**config.mk**
```make
export PLATFORM = sky130hd
export DESIGN_NAME = bsst_csr
export DESIGN_NICKNAME = d
export VERILOG_FILES = /design/src/rtl/bsst_pkg.sv /design/src/rtl/bsst_csr.sv
export SDC_FILE = /design/constraint.sdc
export NUM_CORES = 1
export LEC_CHECK = 0
export ABC_AREA = 1
export BUFFER_PORTS_ARGS = -buffer_cell sky130_fd_sc_hd__buf_2
export CORE_MARGIN = 2
export CORE_UTILIZATION = 35
export CTS_BUF_LIST = sky130_fd_sc_hd__clkbuf_4 sky130_fd_sc_hd__clkbuf_8
export DETAILED_ROUTE_END_ITERATION = 10
export HOLD_SLACK_MARGIN = 0.02
export PLACE_DENSITY = 0.9
export RECOVER_POWER = 25
export SYNTH_ARGS = -nofsm -noshare
export SYNTH_HDL_FRONTEND = slang
export SYNTH_SLANG_ARGS = --single-unit
```
**constraint.sdc**
```tcl
create_clock -name clock -period 0.85 [get_ports clock]
set_input_delay 0.1275 -clock clock [delete_from_list [all_inputs] [get_ports clock]]
set_output_delay 0.1275 -clock clock [all_outputs]
set_load 0.01 [all_outputs]
```
**src/rtl/bsst_pkg.sv**
```systemverilog
// ----------------------------------------------------------------------------
// bsst_pkg
// Shared types and constants of the bounded set span tracker.
// ----------------------------------------------------------------------------
package bsst_pkg;

   localparam int VALUE_W     = 32;
   localparam int CAP_W       = 11;
   localparam int COUNT_OUT_W = 11;
   localparam int CSR_ADDR_W  = 3;
   localparam int CSR_DATA_W  = 32;

   localparam logic [VALUE_W-1:0] SPAN_NONE = {VALUE_W{1'b1}};

   // register index decoded from paddr[2]
   localparam logic REG_CAPACITY = 1'b0;

   // status codes
   localparam logic STATUS_OK   = 1'b0;
   localparam logic STATUS_FULL = 1'b1;

   typedef enum logic [2:0] {
      ST_IDLE,
      ST_SCAN,
      ST_DRAIN,
      ST_WRITE,
      ST_REPORT
   } state_type;

endpackage

```
**src/rtl/bsst_csr.sv**
```systemverilog
// ----------------------------------------------------------------------------
// bsst_csr
// APB-style register file holding the capacity register.
// ----------------------------------------------------------------------------
module bsst_csr
   import bsst_pkg::*;
(
   input  logic                  clock,
   input  logic                  reset,
   input  logic                  psel,
   input  logic                  penable,
   input  logic                  pwrite,
   input  logic [CSR_ADDR_W-1:0] paddr,
   input  logic [CSR_DATA_W-1:0] pwdata,
   output logic [CSR_DATA_W-1:0] prdata,
   output logic                  pready,
   output logic [CAP_W-1:0]      capacity
);

   logic [CAP_W-1:0] capacity_ff;
   logic [CAP_W-1:0] capacity_in;
   logic             wr_cap;

   assign pready = 1'b1;
   assign wr_cap = psel && penable && pwrite && (paddr[2] == REG_CAPACITY);

   always_comb begin
      capacity_in = capacity_ff;
      if (wr_cap) begin
         capacity_in = pwdata[CAP_W-1:0];
      end
   end

   always_ff @(posedge clock) begin
      if (reset) begin
         capacity_ff <= '0;
      end else begin
         capacity_ff <= capacity_in;
      end
   end

   always_comb begin
      prdata = '0;
      if (paddr[2] == REG_CAPACITY) begin
         prdata = CSR_DATA_W'(capacity_ff);
      end
   end

   assign capacity = capacity_ff;

endmodule

```
## Word level (Yosys, flattened, before mapping)

Index checks and enable logic that the tools add are counted.

| cells by class | value |
|---|---|
| muxes and demuxes | 1 |
| bitwise gates (word level) | 1 |
| reduce and logical (&&, ||, !) cells | 3 |

Operator list:

| operator | count |
|---|---|
| 11-bit 2-to-1 mux | 1 |
| 1-bit logical AND | 3 |
| 1-bit inverter | 1 |

| word-level totals | value |
|---|---|
| register bits after elaboration | 11 |
| bits of input ports | 40 |
| output and inout bits | 44 |
| word-level logic and storage cells | 6 |

## Longest topological paths before layout

Gate-level depths: netlist of the first run.

| logic depth | value |
|---|---|
| depth after elaboration | 3 |
| mapped depth | 6 |

## Worst setup path after synthesis of the first run

No wires, ideal clock.

| timing | value |
|---|---|
| kind | reg-to-output |
| start point | register capacity_ff[0], in the netlist capacity[0] |
| end point | output port prdata[0] |
| arrival time | 581 ps |
| required time | 722 ps |
| setup slack | 141 ps |
| stages on the path, launching flop included | 3 |
| buffers on the path | 0 |
| cells stage by stage | dfxtp_1 inv_1 nor2_1 |

| between the ends | value |
|---|---|
| cells in the longest elaborated chain, start to end | 1 |

Ends and longest elaborated chain:

| what | line | source |
|---|---|---|
| from (decl) | bsst_csr.sv:20 | `logic [CAP_W-1:0] capacity_ff;` |
| from (signal assigned) | bsst_csr.sv:38 | `capacity_ff <= capacity_in;` |
| 11-bit 2-to-1 mux | bsst_csr.sv:44 | `if (paddr[2] == REG_CAPACITY) begin` |
| to (decl) | bsst_csr.sv:15 | `output logic [CSR_DATA_W-1:0] prdata,` |

Every way passes these cells.

## Final worst setup path of the first run

| timing | value |
|---|---|
| start point | register capacity_ff[3], in the netlist capacity[3] |
| end point | output port prdata[3] |

The elaborated chain is that of the path after synthesis.

==> results of run 1 <==
==> synthesized netlist by cell type <==
library cell / instances / area [µm²]
buf_2: 3 / 15.0
nor2_1: 34 / 128
inv_2: 1 / 3.75
conb_1: 2 / 7.51
nor2_2: 1 / 6.26
dfxtp_1: 11 / 220
buf_4: 23 / 173
nand2_1: 13 / 48.8
buf_6: 1 / 11.3
nand3_1: 11 / 55.1
inv_1: 25 / 93.8
==> tightest hold or removal path: cells and delay by family <==
| kind | cells | cell delay [ns] |
|---|---|---|
| AND/OR/NAND/NOR | 3 | 0.16 |
| buffers and inverters | 2 | 0.10 |
==> cell type report <==
cell class	instances	area, µm²
inverters	26	97.6
fillers	212	927
well taps	27	33.8
repair buffers	50	357
multi-input cells	81	323
clock buffers	4	30.0
flip-flops and latches	11	234
==> power by group through the flow <==
stage / Sequential [mW] / Combinational (mW) / Clock, mW
after floorplan: 0.566 / 0.219 / 0
after global placement: 0.557 / 0.235 / 0
after detailed placement: 0.558 / 0.238 / 0
after CTS: 0.552 / 0.253 / 0.400
after global routing: 0.557 / 0.311 / 0.429
final: 0.554 / 0.276 / 0.382
==> worst max path at each step <==
stage                                     to
finish                             prdata[3]
global route                       prdata[5]
CTS                                prdata[3]
detailed placement  capacity[6]$_SDFFE_PP0P_
global placement    capacity[3]$_SDFFE_PP0P_
floorplan                          prdata[0]
==> cell families (layout without fill, tap and decap cells) <==
family,count (synthesis),in the layout,synth area share
AND/OR/NAND/NOR,59,59,0.312
other,2,22,0.00986
buffers and inverters,53,80,0.389
flip-flops,11,11,0.289
==> layer usage <==
layer  wire length, µm  vias to the layer above  track usage
met5                 0                        -            0
met4                 0                        0       0.0541
met1               604                      289        0.125
met2               845                       31        0.219
li1                  -                      404            -
met3               122                        0       0.0357
==> what timing repair did <==
item / CTS / global route
gates resized for setup: 18 / 11
pin swaps: 0 / 1
setup buffers: 1 / 5
setup endpoints to repair: 22 / 22
gates cloned: 0 / 0
==> summary.md, run 1 <==
| Metric | Value |
|---|---|
| P&R area growth vs syn | 41.1% |
| Vias | ~720 |
| Hold path startpoint | pwdata[1] |
| Die height | 50.7 µm |
| Clock buffer depth | 2 |
| WL/cell | between 7 and 8 µm |
| TritonCTS Buffers | 3 |
| Synth Instances | 125 |
| Core Area | about 2000 µm² |
| Post-Place Cells | 189 |
| Fin cells | approximately 200 |
| TritonCTS Sinks | 11 |
| Final Slew Violations | 0 |
| FF-to-FF Start | capacity[5]$_SDFFE_PP0P_ |
| WP data required | 0.72 ns |
| Placed inst area | roughly 910 µm² |
| FP Rows | 16 |
| Crit path DAT | 0.87 ns |
| Pre-CTS WS | -0.0367 ns |
| # nets final | 213 |
| Fraction of layout cells with a size suffix above 1 | 0.419 |
| Crit-path slowest cell | dfxtp_2 |
| CTS tree | yes |
| CTS root buf | clkbuf_4 |
| Achievable Freq | 1000 MHz |
| I/O Buffers | 38 |
| Sw frac | 0.280 |
| Total power | between 1 and 1.5 mW |
| Worst setup path start | capacity[3]$_SDFFE_PP0P_ |
| Cell family with most CP delay | flip-flops |
| Largest net degree at the start of global routing | 12 |
| VDD IR-drop max | between 0.0008 and 0.0009 V |
| Post-route setup slack | -0.146 ns |
| Total track usage | 0.120 |
| Yosys warning count | 0 |
| Die X-Extent | 50.7 µm |
| Sequential Power Share | 0.457 |
| Post-route cell area | 1070 µm² |
| Initial detailed-routing violation count | 2 |
| R2R Path End | capacity[5]$_SDFFE_PP0P_ |
| Max FFs per register | 11 |
| Internal Pwr Total | around 0.87 mW |
| Syn avg cell area | slightly above 6 µm² |
| Most frequent cells in the layout | nor2_1, buf_2, conb_1, inv_1 |
| PwrDens | 1130 nW/µm² |
| Tcrit/Tclk final | 1.17 |
| Avg Vias per Cell | 3.64 |
| Commonest non-fill, non-tap cell in the layout | nor2_1 |
| Worst skew pair latency | 0.26 ns |
| Period minus WS final | 0.996 ns |
| Run status | complete, but fails checks |
| Drt drc | 0 |
| Pleak | 0.636 nW |
| Ant. Diodes | 0 |
| Number of hold buffers added after CTS | 0 |
| GPL Wtd Cong | 0.695 |
| Grt ovf | 0 |
| TNS Setup | -1.66 ns |
| Critical path endpoint category | output port |
| Min-delay worst type | input port to flop |
| Setup violators final | 15 |
| Post-Syn Area | about 760 µm² |
| FF-to-FF path depth | 3 |
| CP max stage delay | roughly 0.35 ns |
| Utilization after layout | 0.537 |
| Failing checks | setup timing |
| Synth cell types | 11 |
| Initial antenna violation count | 0 |
| Clock power share | 0.315 |
| Vias in the first global route | 586 |
| Final ANT Viol Nets | 0 |
| H-tree depth | 1 |
| Max_cap viols | 0 |
| Final hold violation count | 0 |
| Critical path type | flop to output port |
| RSZ-0062 raised after global routing | yes |
| Clock skew | 0 ns |
| Final WL | 1.57 mm |
| Clock transition at path regs | about 0.070 ns |
| I/O pins | 84 |
| Seq/Total Area, Yosys | 0.289 |
| Die area | 2570 µm² |
| Net switching power | about 0.34 mW |
| CP max FO | 3 |
| Worst path cell trace | inv_1, nor2_1, buf_2 |
| CP Buf/Inv Count | 2 |
| Hold path depth | 5 |
| Crit path depth | 3 |
| Worst Hold Margin | 0.171 ns |
| Yosys reg bits | 11 |
| Initial Utilization | 0.381 |
| Startpoint Class | flop |
| DP HPWL | about 1.2 mm |
| Gate power share | 0.228 |
| First-pass GRT wire length | roughly 2.3 mm |
| WHS Endpoint | capacity[1]$_SDFFE_PP0P_ |
| Drt first pass iters | 3 |
| Flop-to-flop setup slack | approximately 0.15 ns |
(Power assumes the default switching activity.)
==> inputs of run 2 (changes only) <==
Settings changed: ABC_CLOCK_PERIOD_IN_PS set to 1100.
Clock period 0.85 ns to 1.1 ns, I/O delays scaled along.
==> run 2 against run 1 <==
Against the previous run:
- the run now ends clean
- critical endpoint is now prdata[5]
- largest cell class is now multi-input combinational cells
- register-to-register slack improved by 0.26 ns
- via count fell by 1.8%
- critical path depth did not move
- wire length fell by 8.3%
- flip-flop and latch count did not move
- clock skew did not move
- power fell by 26%
- non-clock buffer count fell by 8
- worst setup slack improved by 0.22 ns
- highest routed layer is now met4
- sequential power fell by 24%
==> summary.md, run 2 (synthesis gave the netlist of run 1 again) <==
| Metric | Value |
|---|---|
| Run status | complete, no violations |
| RSZ-0062 raised after global routing | yes |
| Max FFs per register | 11 (unchanged) |
| Die X-Extent | 50.7 µm (unchanged) |
| Clock transition at path regs | 0.07 ns (about the same) |
| TritonCTS Buffers | 3 (unchanged) |
| Vias in the first global route | 529 (-9.7%) |
| Largest net degree at the start of global routing | 12 (unchanged) |
| CP max FO | 3 (unchanged) |
| Worst slew pin tran | 0.717 ns |
| Core Area | 2000 µm² (unchanged) |
| TNS Setup | 0 ns (+1.66 ns) |
| Flop-to-flop setup slack | 0.41 ns (+0.26 ns) |
| Final hold violation count | 0 (unchanged) |
| Min-delay worst type | input port to flop |
| Critical path type | flop to output port |
| FF-to-FF path depth | 3 (unchanged) |
| Initial detailed-routing violation count | 11 (+9) |
| DP HPWL | 1.18 mm (-4.1%) |
| FF-to-FF Start | capacity[8]$_SDFFE_PP0P_ |
| Worst Hold Margin | 0.201 ns (+0.0300 ns) |
| Fill cells | 236 (+11%) |
| H-tree depth | 1 (unchanged) |
| First-pass GRT wire length | 2.24 mm (-3.0%) |
| Worst path cell trace | inv_1, nor2_1, buf_2 |
| WHS Endpoint | capacity[1]$_SDFFE_PP0P_ |
| Pre-CTS WS | 0.0602 ns (+0.0969 ns) |
| Commonest non-fill, non-tap cell in the layout | buf_2 |
| WP data required | 0.94 ns (+0.22 ns) |
| Vias | 711 (-1.8%) |
| Critical path endpoint category | output port |
| Clock skew | 0 ns (unchanged) |
| Post-route setup slack | 0.0785 ns (+0.225 ns) |
| FP Rows | 16 (unchanged) |
| Ant. Diodes | 0 (unchanged) |
| I/O Buffers | 38 (unchanged) |
| Fraction of layout cells with a size suffix above 1 | 0.335 (-0.0832) |
| Drt first pass iters | 4 (+1) |
| CP Buf/Inv Count | 2 (unchanged) |
| Hold path startpoint | pwdata[1] |
| Total power | 0.899 mW (-26%) |
| Worst skew pair latency | 0.27 ns (about the same) |
| TritonCTS Sinks | 11 (unchanged) |
| Drt drc | 0 (unchanged) |
| WL/cell | 7.55 µm (-4.4%) |
| Total track usage | 0.120 (about the same) |
| Crit-path slowest cell | dfxtp_1 |
| Pleak | 0.583 nW (-8.4%) |
| Initial Utilization | 0.381 (unchanged) |
| Initial antenna violation count | 0 (unchanged) |
| Crit path DAT | 0.86 ns (about the same) |
| Setup violators final | 0 (-15) |
| Number of hold buffers added after CTS | 0 (unchanged) |
| Hold path depth | 5 (unchanged) |
| Final WL | 1.44 mm (-8.3%) |
| GPL Wtd Cong | 0.705 (+1.5%) |
| Grt ovf | 0 (unchanged) |
| PwrDens | 968 nW/µm² (-14%) |
| Die area | 2570 µm² (unchanged) |
| CTS tree | yes |
| CP max stage delay | 0.35 ns (about the same) |
| VDD IR-drop max | 0.000591 V (-34%) |
| Achievable Freq | 979 MHz |
| R2R Path End | capacity[8]$_SDFFE_PP0P_ |
| P&R area growth vs syn | 21.8% |
| Clock buffer depth | 2 (unchanged) |
| Most frequent cells in the layout | buf_2, nor2_1, inv_1, conb_1, nand2_1 |
| Startpoint Class | flop |
| I/O pins | 84 (unchanged) |
| Register area | 229 µm² (-2.1%) |
| Max_cap viols | 0 (unchanged) |
| Tcrit/Tclk final | 0.929 |
| Final Slew Violations | 0 (unchanged) |
| Die height | 50.7 µm (unchanged) |
| Area of the multi-input gates | 318 µm² (-1.6%) |
| Avg Vias per Cell | 3.72 (+2.3%) |
| CTS root buf | clkbuf_4 |
| Slew margin rel. | 0.520 |
| Placed inst area | 885 µm² (-2.5%) |
| # nets final | 205 (-3.8%) |
| Post-route cell area | 928 µm² (-14%) |
| Period minus WS final | 1.02 ns |
| Final ANT Viol Nets | 0 (unchanged) |
| Cell family with most CP delay | flip-flops |
## run 2: cell types whose count changed in the layout (fill, tap and decap cells not counted), sizes merged
cell	previous run	this run
buf	50	42
## run 2: final cells by class
type                       count  area share
sequential                    11       0.247
clock buffer                   4      0.0323
timing repair buffer          42       0.237
inverter                      26       0.105
tap                           27      0.0364
multi-input combinational     81       0.342
## run 2: tightest hold or removal path: stages
cell and delay [ns]:
buf_2 0.07, inv_1 0.03, nand3_1 0.06, nand2_1 0.04, nor2_1 0.07
## run 2: metrics by stage
stage / utilization / instances
after floorplan: - / 145
after global placement: 0.442 / 186
after detailed placement: 0.442 / 186
after CTS: 0.457 / 190
after global routing: 0.464 / 191
final: 0.464 / 191
## run 2: metal layers
metal,wire (µm),GRT usage,up-vias
li1,-,-,387
met2,730,0.213,36
met1,538,0.118,283
met3,152,0.0655,5
met5,0,0,-
met4,21,0.0405,0
## run 2: repair_timing
| action | in CTS | in global routing |
|---|---|---|
| endpoints found under the setup margin | 0 | 7 |
| setup buffers | 0 | 1 |
| gates resized for setup | 0 | 8 |
## run 2: how the worst max path moves through the flow
stage | slack [ns] | cells after the start | endpoint | start
3_5_place_dp | 0.06 | 6 | capacity[1]$_SDFFE_PP0P_ | paddr[2]
4_1_cts | 0.03 | 3 | prdata[0] | capacity[0]$_SDFFE_PP0P_
5_1_grt | 0.0006 | 3 | prdata[0] | capacity[0]$_SDFFE_PP0P_
3_3_place_gp | 0.10 | 6 | capacity[3]$_SDFFE_PP0P_ | paddr[2]
6_report | 0.08 | 3 | prdata[5] | capacity[5]$_SDFFE_PP0P_
2_1_floorplan | 0.35 | 2 | prdata[0] | capacity[0]$_SDFFE_PP0P_
## run 2: report_power, final
group	switching, mW	internal [mW]	total, mW
Clock	0.131	0.165	0.296
Sequential	0.00884	0.414	0.423
Combinational	0.114	0.0662	0.180
Total	0.254	0.645	0.899
